--- src/hdl/swms_pkg.sv ---
`timescale 1ns / 1ps
`default_nettype none

package swms_pkg;

  // Field and state widths
  localparam int unsigned SampleW   = 24;
  localparam int unsigned StampW    = 63;
  localparam int unsigned LenW      = 9;
  localparam int unsigned WindowMax = 256;
  localparam int unsigned PtrW      = $clog2(WindowMax);
  localparam int unsigned SumW      = 32;
  localparam int unsigned SqW       = 55;
  localparam int unsigned SqLoW     = 28;
  localparam int unsigned MulW      = 32;

  // Shared divider and root unit
  localparam int unsigned DivW    = 64;
  localparam int unsigned DivsW   = 16;
  localparam int unsigned DivCntW = 5;
  localparam int unsigned RootW   = 32;

  // Window length register
  localparam logic [LenW-1:0] LenReset = LenW'(20);
  localparam logic [LenW-1:0] LenMin   = LenW'(2);
  localparam logic [LenW-1:0] LenMax   = LenW'(WindowMax);

  typedef struct packed {
    logic              start;
    logic              wide;     // 64-bit dividend, else the low half only
    logic [DivW-1:0]   dividend;
    logic [DivsW-1:0]  divisor;
  } div_req_t;

  typedef struct packed {
    logic              done;
    logic [DivW-1:0]   quo;
    logic [DivsW-1:0]  rem;
  } div_rsp_t;

  typedef struct packed {
    logic              start;
    logic [DivW-1:0]   radicand;
  } sqrt_req_t;

  typedef struct packed {
    logic              done;
    logic [RootW-1:0]  root;
  } sqrt_rsp_t;

  // Sequencer states, one-hot
  typedef enum logic [12:0] {
    S_IDLE = 13'b0000000000001,
    S_SQY  = 13'b0000000000010,
    S_SQX  = 13'b0000000000100,
    S_ACC  = 13'b0000000001000,
    S_MAG  = 13'b0000000010000,
    S_NLO  = 13'b0000000100000,
    S_NHI  = 13'b0000001000000,
    S_NUM  = 13'b0000010000000,
    S_SUB  = 13'b0000100000000,
    S_MDIV = 13'b0001000000000,
    S_VDIV = 13'b0010000000000,
    S_ROOT = 13'b0100000000000,
    S_OUT  = 13'b1000000000000
  } state_e;

endpackage

`default_nettype wire

--- src/hdl/swms_sqrt.sv ---
`timescale 1ns / 1ps
`default_nettype none

// Digit-by-digit integer square root, one root bit per cycle.
module swms_sqrt (
  input  logic                clk_i,
  input  logic                rst_ni,
  input  swms_pkg::sqrt_req_t req_i,
  output swms_pkg::sqrt_rsp_t rsp_o
);
  import swms_pkg::*;

  localparam logic [DivCntW-1:0] CntLoad = DivCntW'(RootW - 1);

  logic               busy_q, done_q;
  logic [DivCntW-1:0] cnt_q;
  logic [DivW-1:0]    rad_q;
  logic [RootW-1:0]   root_q;
  logic [RootW:0]     rem_q;

  logic [RootW+2:0]   part, trial, diff;
  logic               ge;

  // Trial subtraction of 4*root + 1
  always_comb begin
    part  = {rem_q, rad_q[DivW-1:DivW-2]};
    trial = {1'b0, root_q, 2'b01};
    ge    = (part >= trial);
    diff  = ge ? (part - trial) : part;
  end

  // Control
  always_ff @(posedge clk_i or negedge rst_ni) begin
    if (!rst_ni) begin
      busy_q <= 1'b0;
      done_q <= 1'b0;
      cnt_q  <= '0;
    end else begin
      done_q <= 1'b0;
      if (req_i.start && !busy_q) begin
        busy_q <= 1'b1;
        cnt_q  <= CntLoad;
      end else if (busy_q) begin
        if (cnt_q == '0) begin
          busy_q <= 1'b0;
          done_q <= 1'b1;
        end else begin
          cnt_q <= cnt_q - 1'b1;
        end
      end
    end
  end

  // Datapath
  always_ff @(posedge clk_i) begin
    if (req_i.start && !busy_q) begin
      rad_q  <= req_i.radicand;
      root_q <= '0;
      rem_q  <= '0;
    end else if (busy_q) begin
      rad_q  <= {rad_q[DivW-3:0], 2'b00};
      root_q <= {root_q[RootW-2:0], ge};
      rem_q  <= diff[RootW:0];
    end
  end

  assign rsp_o.done = done_q;
  assign rsp_o.root = root_q;

endmodule

`default_nettype wire

--- config.mk ---
export PLATFORM = sky130hd
export DESIGN_NAME = swms_sqrt
export DESIGN_NICKNAME = d
export VERILOG_FILES = /design/src/hdl/swms_pkg.sv /design/src/hdl/swms_sqrt.sv
export SDC_FILE = /design/constraint.sdc
export NUM_CORES = 1
export LEC_CHECK = 0
export ABC_AREA = 1
export BUFFER_PORTS_ARGS = -buffer_cell sky130_fd_sc_hd__buf_2
export CORE_MARGIN = 4
export CORE_UTILIZATION = 45
export DETAILED_ROUTE_END_ITERATION = 8
export PLACE_DENSITY = 0.76
export SETUP_SLACK_MARGIN = 0.1
export SLEW_MARGIN = 10
export SYNTH_ARGS = -nofsm -noshare
export SYNTH_HDL_FRONTEND = slang
export SYNTH_SLANG_ARGS = --single-unit
--- constraint.sdc ---
create_clock -name clk_i -period 4.2 [get_ports clk_i]
set_input_delay 1.26 -clock clk_i [delete_from_list [all_inputs] [get_ports clk_i]]
set_output_delay 1.26 -clock clk_i [all_outputs]
set_load 0.005 [all_outputs]
==> flow_summary_export.csv <==
group,metric,value,unit
run_status,status,"completed",
layout,drive_gt1_share,14.5,%
yosys,syn_area_per_cell,7.37,sq um
yosys,ys_seq_area_share,44.0,%
floorplan,num_rows,47,
worst_hold_path,worstHoldPathCells,2,
layout,antennaDiodeCount,0,
setup_path,rr_worst_depth,12,
grt,antenna_found_initial,0,
yosys,synth-edff-count,64,
place,gp_congestion,0.965,
drt,ant_nets,0,
grt,gr-usage-all-layers,19.7,%
layout,multi_input_area,0.00371,sq mm
sta,hold_viol,0,
yosys,synth_most_common_cell,"nand2_1",
place,dpl.hpwl,13600,microns
yosys,synth.area.top_cells,"edfxtp_1 (25%), nand2_1 (21%), dfxtp_1 (17%)",
floorplan,dieArea,0.0193,sq mm
setup_path,critPathRequiredTime,4.52,ns
sta,setup_tns,0,ns
worst_hold_path,hold_path_class,"flop to flop",
setup_path,r2r-end,"rem_q[20]",
drt,drc,0,
yosys,yosys.area.top_type,"edfxtp_1",
layout,syn_to_final_growth,15.7,%
setup_path,criticalPathCategory,"flop to flop",
setup_path,cp.arrival,2.96,ns
sta,setup_viol,0,
yosys,synth-async-reset-ratio,5.15,%
sta,setup_ws,1.56,ns
sta,timing.fmax,0.379,GHz
yosys,synth_top_area_share,24.9,%
floorplan,pin_count,100,
drt,first_pass_iters,5,
clock_network,ctsLongestPathBuffers,2,
grt,grt_pass1_vias,6529,
sta,fin_crit,2.64,ns
yosys,ys_seq_elements,136,
drt,totalWireLength,18700,microns
layout,fin_nets,1243,
setup_path,reg2reg_setup_slack,1.56,ns
drt,routed_via_density,5.01,
clock_network,insertion_delay,0.43,ns
place,pre_cts_ws,1.45,ns
yosys,synth_common_cells,"nand2_1 (424), inv_1 (113), nor2_1 (68), dfxtp_1 (65), edfxtp_1 (64)",
clock_network,cts_hold_buf,0,
worst_hold_path,min_to,"rem_q[18]",
yosys,ys.flop_type,"dfxtp_1",
setup_path,cp-end-kind,"flop",
setup_path,start_kind,"flop",
job,drv_cap,0,
place,port_buffers,99,
sta,fin_crit_sh,62.9,%
yosys,synth.cell_area,0.00773,sq mm
yosys,yosys_warnings,0,
sta,slew_headroom,30.6,%
clock_network,ctsResizeCount,0,
setup_path,crit_fanout,63,
worst_hold_path,hp-start,"rem_q[18]",
drt,via_count,6878,
floorplan,die_h,139,microns
clock_network,postCtsSetupBuffers,0,
floorplan,die_w,139,microns
sta,tightest_slew,1.04,ns
floorplan,initial_core_util,46.3,%
clock_network,clk_pin_slew_worst_paths,0.06,ns
clock_network,numClockSinks,136,
sta,finalClockSkew,0.00859,ns
sta,slew_violations,0,
yosys,synthCells,1049,
setup_path,r2r-start,"root_q[24]",
yosys,syn_nets,1152,
sta,rsz0062_at_grt,"no",
yosys,ys_types,36,
drt,drtIter0Drc,487,
grt,grt_max_degree,68,
floorplan,coreArea,0.0167,sq mm
clock_network,cts_root_buf,"clkbuf_16",
grt,grt_pass1_wl,31300,microns
layout,seq_area,0.00340,sq mm
grt,grt_overflow,0,
clock_network,cts_buffers,17,
drt,wl_per_cell,13.6,microns
clock_network,cts_tree,"built",
clock_network,htree_levels,4,
layout,nFillCells,1632,
==> per-stage QoR <==
| stage | hold slack, ns | util [%] | instances | instance area (sq um) |
|---|---|---|---|---|
| after floorplan | 0.443 | - | 1049 | 7730 |
| after global placement | 0.454 | 50.1 | 1341 | 8370 |
| after detailed placement | 0.468 | 50.1 | 1341 | 8370 |
| after CTS | 0.476 | 53.5 | 1373 | 8940 |
| after global routing | 0.495 | 53.5 | 1373 | 8940 |
| final | 0.474 | 53.5 | 1373 | 8940 |
==> worst max-delay path, cell delays in order, from the launching register on <==
cell,delay (ns)
dfxtp_1,0.33
inv_1,0.09
ha_1,0.40
a21oi_1,0.22
nand2_1,0.09
o21bai_1,0.19
nand2_1,0.07
nand2_1,0.05
nor2_2,0.14
nand2_4,0.37
or2_1,0.37
nand3_1,0.09
nand2_1,0.05
==> layer usage <==
metal	track usage [%]	share of wire [%]	vias to the layer above
met5	0	0	-
met4	6.18	1.7	0
met3	4.48	5.8	30
met2	32.3	46	193
met1	25.9	46	3099
li1	-	-	3556
==> how the worst max path moves through the flow <==
stage          cells past startpoint  slack [ns]         to  startpoint
2_1_floorplan                      3        0.36   rad_q[0]   req_i[64]
3_3_place_gp                       6        1.46  rad_q[48]   req_i[64]
3_5_place_dp                       6        1.45  rad_q[48]   req_i[64]
4_1_cts                           12        1.58  rem_q[20]  root_q[24]
5_1_grt                           12        1.33  rem_q[20]  root_q[24]
6_report                          12        1.56  rem_q[20]  root_q[24]
==> state kept, by name (all words and copies together), names as in the netlist <==
name and flops:
rad_q 64, rem_q 33, root_q 32, cnt_q 5
busy_q 1, done_q 1
==> logic make-up after synthesis <==
family,Yosys count,synth area share (%)
compound gates,136,9.99
xor+xnor,20,2.27
fa+ha+maj,36,5.83
buf+inv,149,8.09
flops,136,44.0
simple gates,572,29.9
==> cell usage in the layout (no fill, tap or decap), drive strengths merged, types with 10 or more instances in the layout <==
cell type / instances
a21oi: 46
buf: 105
clkbuf: 17
dfxtp: 65
edfxtp: 64
ha: 36
inv: 119
nand2: 434
nand3: 40
nor2: 75
nor3: 10
o21ai: 50
o22ai: 31
xnor2: 18
==> final cells by class <==
cell class | instances | share of cell area [%]
timing repair buffer | 105 | 6.05
multi-input combinational | 764 | 41.5
inverter | 116 | 4.88
clock inverter | 15 | 1.68
clock buffer | 17 | 4.76
sequential | 136 | 38.0
tap | 220 | 3.08
Power is left out: the tool's default activity adds up to more than one toggle a clock period on the data nets, which glitch-free logic cannot reach.
