`config.mk`:
```
export PLATFORM = sky130hd
export DESIGN_NAME = swms_div
export DESIGN_NICKNAME = d
export VERILOG_FILES = /design/src/hdl/swms_pkg.sv /design/src/hdl/swms_div.sv
export SDC_FILE = /design/constraint.sdc
export NUM_CORES = 1
export LEC_CHECK = 0
export ABC_CLOCK_PERIOD_IN_PS = 5700
export BUFFER_PORTS_ARGS = -buffer_cell sky130_fd_sc_hd__buf_2
export CAP_MARGIN = 40
export CORE_ASPECT_RATIO = 1.75
export CORE_MARGIN = 3
export CORE_UTILIZATION = 56
export DETAILED_ROUTE_END_ITERATION = 7
export GPL_TIMING_DRIVEN = 0
export HOLD_SLACK_MARGIN = 0.15
export PLACE_DENSITY = 0.81
export SLEW_MARGIN = 20
export SYNTH_ARGS = -nofsm -noshare
export SYNTH_HDL_FRONTEND = slang
export SYNTH_SLANG_ARGS = --single-unit
```
`constraint.sdc`:
```
create_clock -name clk_i -period 5.7 [get_ports clk_i]
set_input_delay 0.57 -clock clk_i [delete_from_list [all_inputs] [get_ports clk_i]]
set_output_delay 0.57 -clock clk_i [all_outputs]
set_load 0.005 [all_outputs]
```
`src/hdl/swms_pkg.sv`:
```
`timescale 1ns / 1ps
`default_nettype none

package swms_pkg;

  // Field and state widths
  localparam int unsigned SampleW   = 24;
  localparam int unsigned StampW    = 63;
  localparam int unsigned LenW      = 9;
  localparam int unsigned WindowMax = 256;
  localparam int unsigned PtrW      = $clog2(WindowMax);
  localparam int unsigned SumW      = 32;
  localparam int unsigned SqW       = 55;
  localparam int unsigned SqLoW     = 28;
  localparam int unsigned MulW      = 32;

  // Shared divider and root unit
  localparam int unsigned DivW    = 64;
  localparam int unsigned DivsW   = 16;
  localparam int unsigned DivCntW = 5;
  localparam int unsigned RootW   = 32;

  // Window length register
  localparam logic [LenW-1:0] LenReset = LenW'(20);
  localparam logic [LenW-1:0] LenMin   = LenW'(2);
  localparam logic [LenW-1:0] LenMax   = LenW'(WindowMax);

  typedef struct packed {
    logic              start;
    logic              wide;     // 64-bit dividend, else the low half only
    logic [DivW-1:0]   dividend;
    logic [DivsW-1:0]  divisor;
  } div_req_t;

  typedef struct packed {
    logic              done;
    logic [DivW-1:0]   quo;
    logic [DivsW-1:0]  rem;
  } div_rsp_t;

  typedef struct packed {
    logic              start;
    logic [DivW-1:0]   radicand;
  } sqrt_req_t;

  typedef struct packed {
    logic              done;
    logic [RootW-1:0]  root;
  } sqrt_rsp_t;

  // Sequencer states, one-hot
  typedef enum logic [12:0] {
    S_IDLE = 13'b0000000000001,
    S_SQY  = 13'b0000000000010,
    S_SQX  = 13'b0000000000100,
    S_ACC  = 13'b0000000001000,
    S_MAG  = 13'b0000000010000,
    S_NLO  = 13'b0000000100000,
    S_NHI  = 13'b0000001000000,
    S_NUM  = 13'b0000010000000,
    S_SUB  = 13'b0000100000000,
    S_MDIV = 13'b0001000000000,
    S_VDIV = 13'b0010000000000,
    S_ROOT = 13'b0100000000000,
    S_OUT  = 13'b1000000000000
  } state_e;

endpackage

`default_nettype wire

```
`src/hdl/swms_div.sv`:
```
`timescale 1ns / 1ps
`default_nettype none

// Restoring divider, two quotient bits per cycle.
module swms_div (
  input  logic               clk_i,
  input  logic               rst_ni,
  input  swms_pkg::div_req_t req_i,
  output swms_pkg::div_rsp_t rsp_o
);
  import swms_pkg::*;

  localparam int unsigned HalfW = DivW / 2;
  localparam logic [DivCntW-1:0] CntWide   = DivCntW'(DivW / 2 - 1);
  localparam logic [DivCntW-1:0] CntNarrow = DivCntW'(DivW / 4 - 1);

  logic               busy_q, done_q;
  logic [DivCntW-1:0] cnt_q;
  logic [DivW-1:0]    dvd_q, quo_q;
  logic [DivsW-1:0]   rem_q, dvs_q;

  logic [DivsW:0]     t1, t2, dvs_ext, r1, r2;
  logic               ge1, ge2;

  // Two chained compare-subtract steps
  always_comb begin
    dvs_ext = {1'b0, dvs_q};
    t1  = {rem_q, dvd_q[DivW-1]};
    ge1 = (t1 >= dvs_ext);
    r1  = ge1 ? (t1 - dvs_ext) : t1;
    t2  = {r1[DivsW-1:0], dvd_q[DivW-2]};
    ge2 = (t2 >= dvs_ext);
    r2  = ge2 ? (t2 - dvs_ext) : t2;
  end

  // Control
  always_ff @(posedge clk_i or negedge rst_ni) begin
    if (!rst_ni) begin
      busy_q <= 1'b0;
      done_q <= 1'b0;
      cnt_q  <= '0;
    end else begin
      done_q <= 1'b0;
      if (req_i.start && !busy_q) begin
        busy_q <= 1'b1;
        cnt_q  <= req_i.wide ? CntWide : CntNarrow;
      end else if (busy_q) begin
        if (cnt_q == '0) begin
          busy_q <= 1'b0;
          done_q <= 1'b1;
        end else begin
          cnt_q <= cnt_q - 1'b1;
        end
      end
    end
  end

  // Datapath
  always_ff @(posedge clk_i) begin
    if (req_i.start && !busy_q) begin
      dvd_q <= req_i.wide ? req_i.dividend : {req_i.dividend[HalfW-1:0], {HalfW{1'b0}}};
      quo_q <= '0;
      rem_q <= '0;
      dvs_q <= req_i.divisor;
    end else if (busy_q) begin
      dvd_q <= {dvd_q[DivW-3:0], 2'b00};
      quo_q <= {quo_q[DivW-3:0], ge1, ge2};
      rem_q <= r2[DivsW-1:0];
    end
  end

  assign rsp_o.done = done_q;
  assign rsp_o.quo  = quo_q;
  assign rsp_o.rem  = rem_q;

endmodule

`default_nettype wire

```
==> impl_metrics.tcl, run 1 <==
set metrics [dict create \
    fin_area_mm2 0.0101 \
    grt_util_met2 0.490 \
    area_growth_pct 20.2 \
    dpl_cell_area_mm2 0.00948 \
    globalRouteMet1Util 0.286 \
    syn_inst 923 \
    drtIter0Drc 329 \
    finalSetupTns_ps 0 \
    drtAntennaViolNets 0 \
    crit_path_end_kind "flop" \
    grt_pass1_vias 7283 \
    hp-class "primary input to flop" \
    swShare 0.406 \
    p_int_mw 4.24 \
    ys_async_sr_fraction 0.0419 \
    cts_root_buf "clkbuf_16" \
    drv_slew 0 \
    final.period_utilization 0.942 \
    rows 58 \
    n_antenna_cell 0 \
    ys_top_cells_by_area "edfxtp_1 (29%), dfxtp_1 (19%), nand2_1 (9.6%)" \
    start_kind "flop" \
    fin_skew_ps 11.0 \
    seqPwrFrac 0.309 \
    synth-seq-cells 167 \
    grt_overflow 0 \
    drc 0 \
    dr.pass1.iters 5 \
    syn_nets 1043 \
    avgRoutedWirePerCell_um 17.1 \
    dp.cells 1266 \
    yosysMostFrequentCell "nand2_1" \
    cts_tree "yes" \
    pwr-share-clk 0.168 \
    peakVddDrop_mv 0.382 \
    clkLatencyLatePin_ps 430 \
    path_max_fanout 10 \
    syn_avg_cell_area_um2 9.12 \
    drive_gt1_frac 0.196 \
    combPwrFrac 0.523 \
    hold_viol 0 \
    p_sw_mw 2.90 \
    clk_path_buf_depth 2 \
    vias 7279 \
    layout_min_cycle_time_ps 5370 \
    critPathRequiredTime_ps 6010 \
    synth_warnings 0 \
    via_per_inst 5.60 \
    synth_area_mm2 0.00842 \
    status "finished, final reports clean" \
    powerDensity_mw_per_mm2 706 \
    top_usage_layer "met2" \
    core_area_mm2 0.0145 \
    start_util 0.580 \
    synth_ff_type "edfxtp_1" \
    synth-edff-count 80 \
    use_met3 0.0481 \
    io_pins 165 \
    setup_viol 0 \
    synth_top_area_share 0.285 \
    p_leak_nw 4.64 \
    clock-sinks 167 \
    final_cell_count_no_fill 1300 \
    arrival_ps 5680 \
    maxCapViolCount 0 \
    yosysSeqAreaShare 0.497 \
    cts_inserted_buffers 17 \
    die_w_um 98.7 \
    max_freq_mhz 186 \
    rsz0062_at_grt "false" \
    synth_cell_types 57 \
    die_area_mm2 0.0166 \
    grt_max_degree 46 \
    antenna_found_initial 0 \
    portBuffers 162 \
    cts.htree.levels 4 \
    tightest_slew_ps 708 \
    gp_congestion 0.967 \
    grt.total_usage 0.271 \
    fin_ws_ps 330 \
    fin_util 0.697 \
    hpwl_mm 16.7 \
    path_clk_slew_ps 70 \
    relSlewSlack 0.522 \
    die_h_um 168 \
    place_ws_ps 541 \
    yosysTopAreaCell "edfxtp_1" \
    cts_resized 0 \
    synth_top_cells_by_count "nand2_1 (215), o21ai_0 (87), dfxtp_1 (80), edfxtp_1 (80), a21oi_1 (68)" \
    drt_wl_total_mm 22.2 \
    grt_pass1_wl_mm 35.8 \
    critPathKind "flop to flop" \
    layout.nets 1227 \
]
layout by cell type, fill, tap and decap left out, types with 4 or more instances in the layout:
cell       synthesis  routed
xor2_1            12      12
nor2_1            62      62
nor3_1            10      10
a22o_1             4       4
and3_1             4       4
inv_1             32      31
edfxtp_1          80      80
dfxtp_1           80      80
clkbuf_16          0      19
mux2i_1           47      47
a211oi_1           5       5
nand2_1          215     215
o21ai_0           87      87
ha_1              34      34
a21o_1             5       5
o211ai_1           7       7
nand2b_1           6       6
xnor2_1           12      12
dfrtp_1            7       7
inv_6              0       4
clkbuf_1          35      36
mux2_2             8       8
o21a_1             7       7
buf_1             10       9
nand3_1           35      35
a21oi_1           68      68
buf_2              1     164
cell type report:
type | instances | area (µm²)
clock buffers | 21 | 493
flip-flops and latches | 167 | 4180
repair buffers | 165 | 848
multi-input cells | 673 | 3910
fillers | 1195 | 4400
clock inverters | 11 | 126
plain buffers | 49 | 205
well taps | 180 | 225
inverters | 34 | 130
flip-flops by register name (all words and copies together) (netlist names):
register  cells
rem_q        16
busy_q        1
quo_q        64
dvs_q        16
dvd_q        64
cnt_q         5
done_q        1
power groups by stage:
stage	Clock, mW	Combinational (mW)	Sequential [mW]
2_1_floorplan	0	2.65	2.17
3_3_place_gp	0	3.57	2.21
3_5_place_dp	0	3.69	2.21
4_1_cts	1.22	3.71	2.20
5_1_grt	1.26	4.15	2.27
6_report	1.20	3.73	2.20
metrics by stage:
stage	power, mW	hold slack (ps)
floorplan	4.82	274
global placement	5.78	416
detailed placement	5.91	414
CTS	7.13	297
global route	7.68	298
finish	7.14	311
final timing paths:
check	end	cells past startpoint	startpoint	slack, ps
worst max-delay path	rem_q[14]	17	dvs_q[11]	330
worst min-delay path	dvs_q[15]	1	req_i[15]	310
worst max register to register	rem_q[14]	17	dvs_q[11]	330
worst min register to register	quo_q[48]	2	quo_q[46]	470
max in group asynchronous	cnt_q[2]	2	rst_ni	5000
min in group asynchronous	cnt_q[1]	2	rst_ni	540
kinds of logic (layout without fill, tap and decap cells):
kind of cell / count (synthesis) / after routing / synth area share
and+or+nand+nor: 351 / 351 / 0.174
muxes: 57 / 57 / 0.0702
adders and majority gates: 36 / 36 / 0.0553
DFF: 167 / 167 / 0.497
xor gates and xnor gates: 24 / 24 / 0.0250
AOI/OAI and AO/OA: 205 / 205 / 0.140
buffers and inverters: 83 / 280 / 0.0394
what timing repair did:
item | in CTS | in global routing
hold buffers | 1 | 0
setup buffers | 0 | 0
endpoints found under the hold margin | 7 | 0
worst max-delay path, stage by stage (launching register included):
cell,delay (ps)
edfxtp_1,320
inv_1,60
ha_1,420
nand2_1,180
nor4_2,410
o221ai_1,210
a31oi_2,360
clkbuf_1,570
a21oi_1,270
fa_1,500
a21oi_1,170
o21ai_0,190
o21ai_0,580
nor3_1,130
or3_1,400
a21oi_1,190
xor2_1,180
o211ai_1,90
metal layers:
layer,share of wire,vias up
met2,0.54,245
li1,-,3580
met4,0.062,0
met5,0,-
met3,0.047,79
met1,0.36,3375
Note: power is estimated with default switching activity, not from simulation.
==> inputs of run 2 (changes only) <==
==> constraint.sdc (replaced) <==
create_clock -name clk_i -period 5.7 [get_ports clk_i]
set_input_delay 1.14 -clock clk_i [delete_from_list [all_inputs] [get_ports clk_i]]
set_output_delay 1.14 -clock clk_i [all_outputs]
set_load 0.005 [all_outputs]
==> run 2 against run 1 <==
  * The flow now finishes with violations (design-rule violations)
  * Core utilization fell by 0.069 points
  * Clock-buffer cell count did not move
  * Clock skew barely moved
  * First-iteration DRC count rose by 11%
  * Highest routed layer unchanged
==> impl_metrics.tcl, run 2 (synthesized netlist as in run 1, its figures left out) <==
set metrics [dict create \
    status "finished with violations" \
    violations "design-rule violations" \
    start_util 0.580 \
    hold_viol 0 \
    n_antenna_cell 0 \
    layout.nets 1226 \
    final_cell_mix "nand2_1 (215), buf_2 (164), o21ai_0 (87)" \
    p_sw_mw 2.89 \
    multi_input_area_mm2 0.00391 \
    dpl_cell_area_mm2 0.00948 \
    drive_gt1_frac 0.196 \
    max_freq_mhz 187 \
    combPwrFrac 0.523 \
    path_clk_slew_ps 70 \
    antenna_found_initial 0 \
    reg.largest.list "dvd_q: 64 flops, quo_q: 64 flops" \
    final.period_utilization 0.938 \
    peakVddDrop_mv 0.382 \
    cts_resized 0 \
    die_h_um 168 \
    cts_root_buf "clkbuf_16" \
    gp_congestion 0.967 \
    place_ws_ps 541 \
    die_area_mm2 0.0166 \
    relSlewSlack 0.521 \
    portBuffers 162 \
    hpwl_mm 16.7 \
    setup_viol 0 \
    fin_skew_ps 11.4 \
    start_kind "flop" \
    dp.cells 1266 \
    pwr-share-clk 0.168 \
    arrival_ps 5650 \
    tightest_slew_ps 709 \
    grt_max_degree 46 \
    critPathRequiredTime_ps 6010 \
    via_per_inst 5.61 \
    cts_setup_buffers 0 \
    drtAntennaViolNets 0 \
    drv_slew 0 \
    vias 7283 \
    avgRoutedWirePerCell_um 17.1 \
    grt.total_usage 0.271 \
    core_area_mm2 0.0145 \
    power.total_mw 7.13 \
    hp-class "flop to flop" \
    path_max_fanout 10 \
    critPathKind "flop to flop" \
    final_cell_count_no_fill 1299 \
    powerDensity_mw_per_mm2 706 \
    layout_commonest_cell "nand2_1" \
    drc 1 \
    seqPwrFrac 0.309 \
    finalSetupTns_ps 0 \
    cts.htree.levels 4 \
    drtIter0Drc 365 \
    fin_ws_ps 356 \
    swShare 0.406 \
    seq_area_mm2 0.00418 \
    grt_overflow 0 \
    rsz0062_at_grt "false" \
    p_leak_nw 4.63 \
    clock-sinks 167 \
    layout_min_cycle_time_ps 5340 \
    clk_path_buf_depth 2 \
    ctsHoldBuffers 0 \
    die_w_um 98.7 \
    rows 58 \
    drt_wl_total_mm 22.2 \
    crit_path_end_kind "flop" \
    cts_tree "yes" \
    dr.pass1.iters 7 \
    fillers 1197 \
    clkLatencyLatePin_ps 430 \
    grt_pass1_vias 7275 \
    grt_pass1_wl_mm 35.8 \
    p_int_mw 4.24 \
    fin_area_mm2 0.0101 \
    io_pins 165 \
    area_growth_pct 20.0 \
    cts_inserted_buffers 17 \
    maxCapViolCount 0 \
]
==> run 2: per-stage QoR <==
| stage | hold WS, ps | util |
|---|---|---|
| 2_1_floorplan | 461 | - |
| 3_3_place_gp | 455 | 0.651 |
| 3_5_place_dp | 466 | 0.653 |
| 4_1_cts | 481 | 0.696 |
| 5_1_grt | 508 | 0.696 |
| 6_report | 475 | 0.696 |
==> run 2: worst max-delay path, stage by stage (launching register included) <==
cell,delay (ps)
edfxtp_1,320
inv_1,60
ha_1,420
nand2_1,180
nor4_2,410
o221ai_1,210
a31oi_2,350
clkbuf_1,560
a21oi_1,270
fa_1,500
a21oi_1,170
o21ai_0,190
o21ai_0,580
nor3_1,130
or3_1,400
a21oi_1,190
xor2_1,180
o211ai_1,90
==> run 2: final cells by class <==
type,instances,area share
clock buffers,21,0.0488
plain buffers,49,0.0203
well taps,180,0.0223
clock inverters,11,0.0125
flip-flops and latches,167,0.414
inverters,34,0.0129
multi-input cells,673,0.387
repair buffers,164,0.0830
==> run 2: final timing paths <==
| path | startpoint | depth (start not counted) | end | slack, ps |
|---|---|---|---|---|
| min in group asynchronous | rst_ni | 1 | cnt_q[1] | 530 |
| hold reg to reg | quo_q[46] | 2 | quo_q[48] | 470 |
| setup reg to reg | dvs_q[11] | 17 | rem_q[14] | 360 |
| max in group asynchronous | rst_ni | 1 | cnt_q[2] | 5000 |
| hold / removal | quo_q[46] | 2 | quo_q[48] | 470 |
| setup / recovery | dvs_q[11] | 17 | rem_q[14] | 360 |
==> run 2: power by group through the flow <==
| stage | combinational, mW | sequential [mW] | clock [mW] |
|---|---|---|---|
| floorplan | 2.65 | 2.17 | 0 |
| global placement | 3.57 | 2.21 | 0 |
| detailed placement | 3.69 | 2.21 | 0 |
| CTS | 3.71 | 2.20 | 1.22 |
| global route | 4.15 | 2.27 | 1.26 |
| finish | 3.73 | 2.20 | 1.20 |
==> run 2: layer usage <==
metal  up-vias  global-route usage  wire length (µm)
met5         -                   0                 0
met4         0               0.172              1380
met3        80              0.0481               998
met2       234               0.490             11900
met1      3387               0.286              7970
li1       3582                   -                 -
==> inputs of run 3 (changes only) <==
Settings changed: GPL_TIMING_DRIVEN 0 to 1, PLACE_DENSITY 0.81 to default, PLACE_DENSITY_LB_ADDON from default to 0.05.
==> run 3 against run 2 <==
  * The flow now finishes without violations
  * Largest power group unchanged
  * Via count down 4.2%
  * Critical endpoint is now rem_q[6]
  * Routed wire length fell by 8.7%
  * Design area fell by 1.7%
==> impl_metrics.tcl, run 3 (synthesized netlist as in run 1, its figures left out) <==
set metrics [dict create \
    dp.cells 1230 \
    gp_congestion 0.930 \
    path_buf_inv 2 \
    portBuffers 164 \
    drtIter0Drc 297 \
    cts_resized 0 \
    drive_gt1_frac 0.210 \
    cts_root_buf "clkbuf_16" \
    swShare 0.404 \
    drt_wl_total_mm 20.3 \
    via_per_inst 5.53 \
    worst-r2r-setup-slack_ps 580 \
    combPwrFrac 0.526 \
    die_h_um 168 \
    max_stage_delay_ps 560 \
    whs_ps 472 \
    drc 0 \
    powerDensity_mw_per_mm2 697 \
    pwr-share-clk 0.159 \
    final_cell_count_no_fill 1262 \
    die_area_mm2 0.0166 \
    rsz0062_at_grt "false" \
    io_pins 165 \
    start_kind "flop" \
    rows 58 \
    p_sw_mw 2.80 \
    p_leak_nw 4.60 \
    hold_viol 0 \
    grt_pass1_vias 6850 \
    n_antenna_cell 0 \
    reg.largest.list "dvd_q: 64 flops, quo_q: 64 flops" \
    path_max_fanout 13 \
    avgRoutedWirePerCell_um 16.1 \
    crit_path_end_kind "flop" \
    final_cell_mix "nand2_1 (215), buf_2 (164), o21ai_0 (87)" \
    grt.total_usage 0.247 \
    clock-sinks 167 \
    hpwl_mm 14.5 \
    start_util 0.580 \
    cts_inserted_buffers 17 \
    drv_slew 0 \
    cts_tree "yes" \
    drtAntennaViolNets 0 \
    max_freq_mhz 195 \
    path_clk_slew_ps 70 \
    grt_pass1_wl_mm 33.2 \
    cp_cell_sequence "inv_1 -> ha_1 -> nand2_1 -> nor4_2 -> o221ai_1 -> a31oi_2 -> nor2_1 -> a21oi_1 -> ha_1 -> a211oi_2 -> o21ai_1 -> or3_1 -> o21a_1 -> o21a_1 -> a211o_1 -> buf_8 -> mux2_4 -> a22o_1" \
    power.total_mw 6.92 \
    layout_commonest_cell "nand2_1" \
    dr.pass1.iters 4 \
    peakVddDrop_mv 0.391 \
    clkLatencyLatePin_ps 420 \
    setup_viol 0 \
    final.period_utilization 0.898 \
    grt_overflow 0 \
    p_int_mw 4.13 \
    cts_setup_buffers 0 \
    layout.nets 1189 \
    die_w_um 98.7 \
    vias 6975 \
    maxCapViolCount 0 \
    fin_skew_ps 13.4 \
    cp_top_family "compound AO/OA/AOI/OAI gates" \
    critPathRequiredTime_ps 6020 \
    seqPwrFrac 0.315 \
    ctsHoldBuffers 0 \
    layout_min_cycle_time_ps 5120 \
    grt_max_degree 78 \
    status "finished, final reports clean" \
    core_area_mm2 0.0145 \
    tightest_slew_ps 780 \
    relSlewSlack 0.480 \
    critPathKind "flop to flop" \
    area_growth_pct 18.0 \
    cts.htree.levels 4 \
    antenna_found_initial 0 \
    hp-class "flop to flop" \
    arrival_ps 5440 \
    finalSetupTns_ps 0 \
    crit_slowest_cell "a31oi_2" \
    clk_path_buf_depth 2 \
]
-- run 3: cell types whose count changed in the layout (fill, tap and decap cells not counted), sizes merged --
cell / before / now
clkinv: 3 / 4
clkinvlp: 1 / 0
clkbuf: 56 / 19
buf: 178 / 176
inv: 40 / 42
-- run 3: worst paths after layout --
| kind | startpoint | endpoint | cells past startpoint |
|---|---|---|---|
| min in group asynchronous | rst_ni | cnt_q[1] | 1 |
| worst max register to register | dvs_q[11] | rem_q[6] | 18 |
| worst min register to register | quo_q[5] | quo_q[7] | 2 |
| worst min-delay path | quo_q[5] | quo_q[7] | 2 |
| max in group asynchronous | rst_ni | busy_q | 1 |
| worst max-delay path | dvs_q[11] | rem_q[6] | 18 |
-- run 3: metal layers --
layer	wire length, µm	track usage	vias up
li1	-	-	3499
met5	0	0	-
met1	7980	0.282	3226
met2	10600	0.439	202
met4	836	0.121	0
met3	864	0.0452	48
-- run 3: power groups by stage --
stage / registers (mW) / logic, mW / clock network [mW]
after global routing: 2.25 / 4.08 / 1.17
after detailed placement: 2.20 / 3.62 / 0
after global placement: 2.20 / 3.52 / 0
after CTS: 2.19 / 3.64 / 1.12
after floorplan: 2.17 / 2.65 / 0
final: 2.18 / 3.64 / 1.10
-- run 3: cell type report --
type / instances / area, µm²
fillers: 1219 / 4580
flip-flops and latches: 167 / 4180
multi-input cells: 673 / 3910
repair buffers: 176 / 938
clock buffers: 19 / 433
well taps: 180 / 225
inverters: 34 / 129
clock inverters: 13 / 124
-- run 3: worst min-delay path, stage by stage (launching register included) --
cell,delay [ps]
dfxtp_1,340
nand2_1,50
o21ai_0,50
-- run 3: stage by stage --
stage | util | instance area (µm²) | setup WS (ps)
finish | 0.684 | 9930 | 580
global route | 0.684 | 9930 | 220
CTS | 0.684 | 9930 | 621
detailed placement | 0.646 | 9380 | 653
global placement | 0.643 | 9340 | 608
floorplan | - | 8420 | 1270
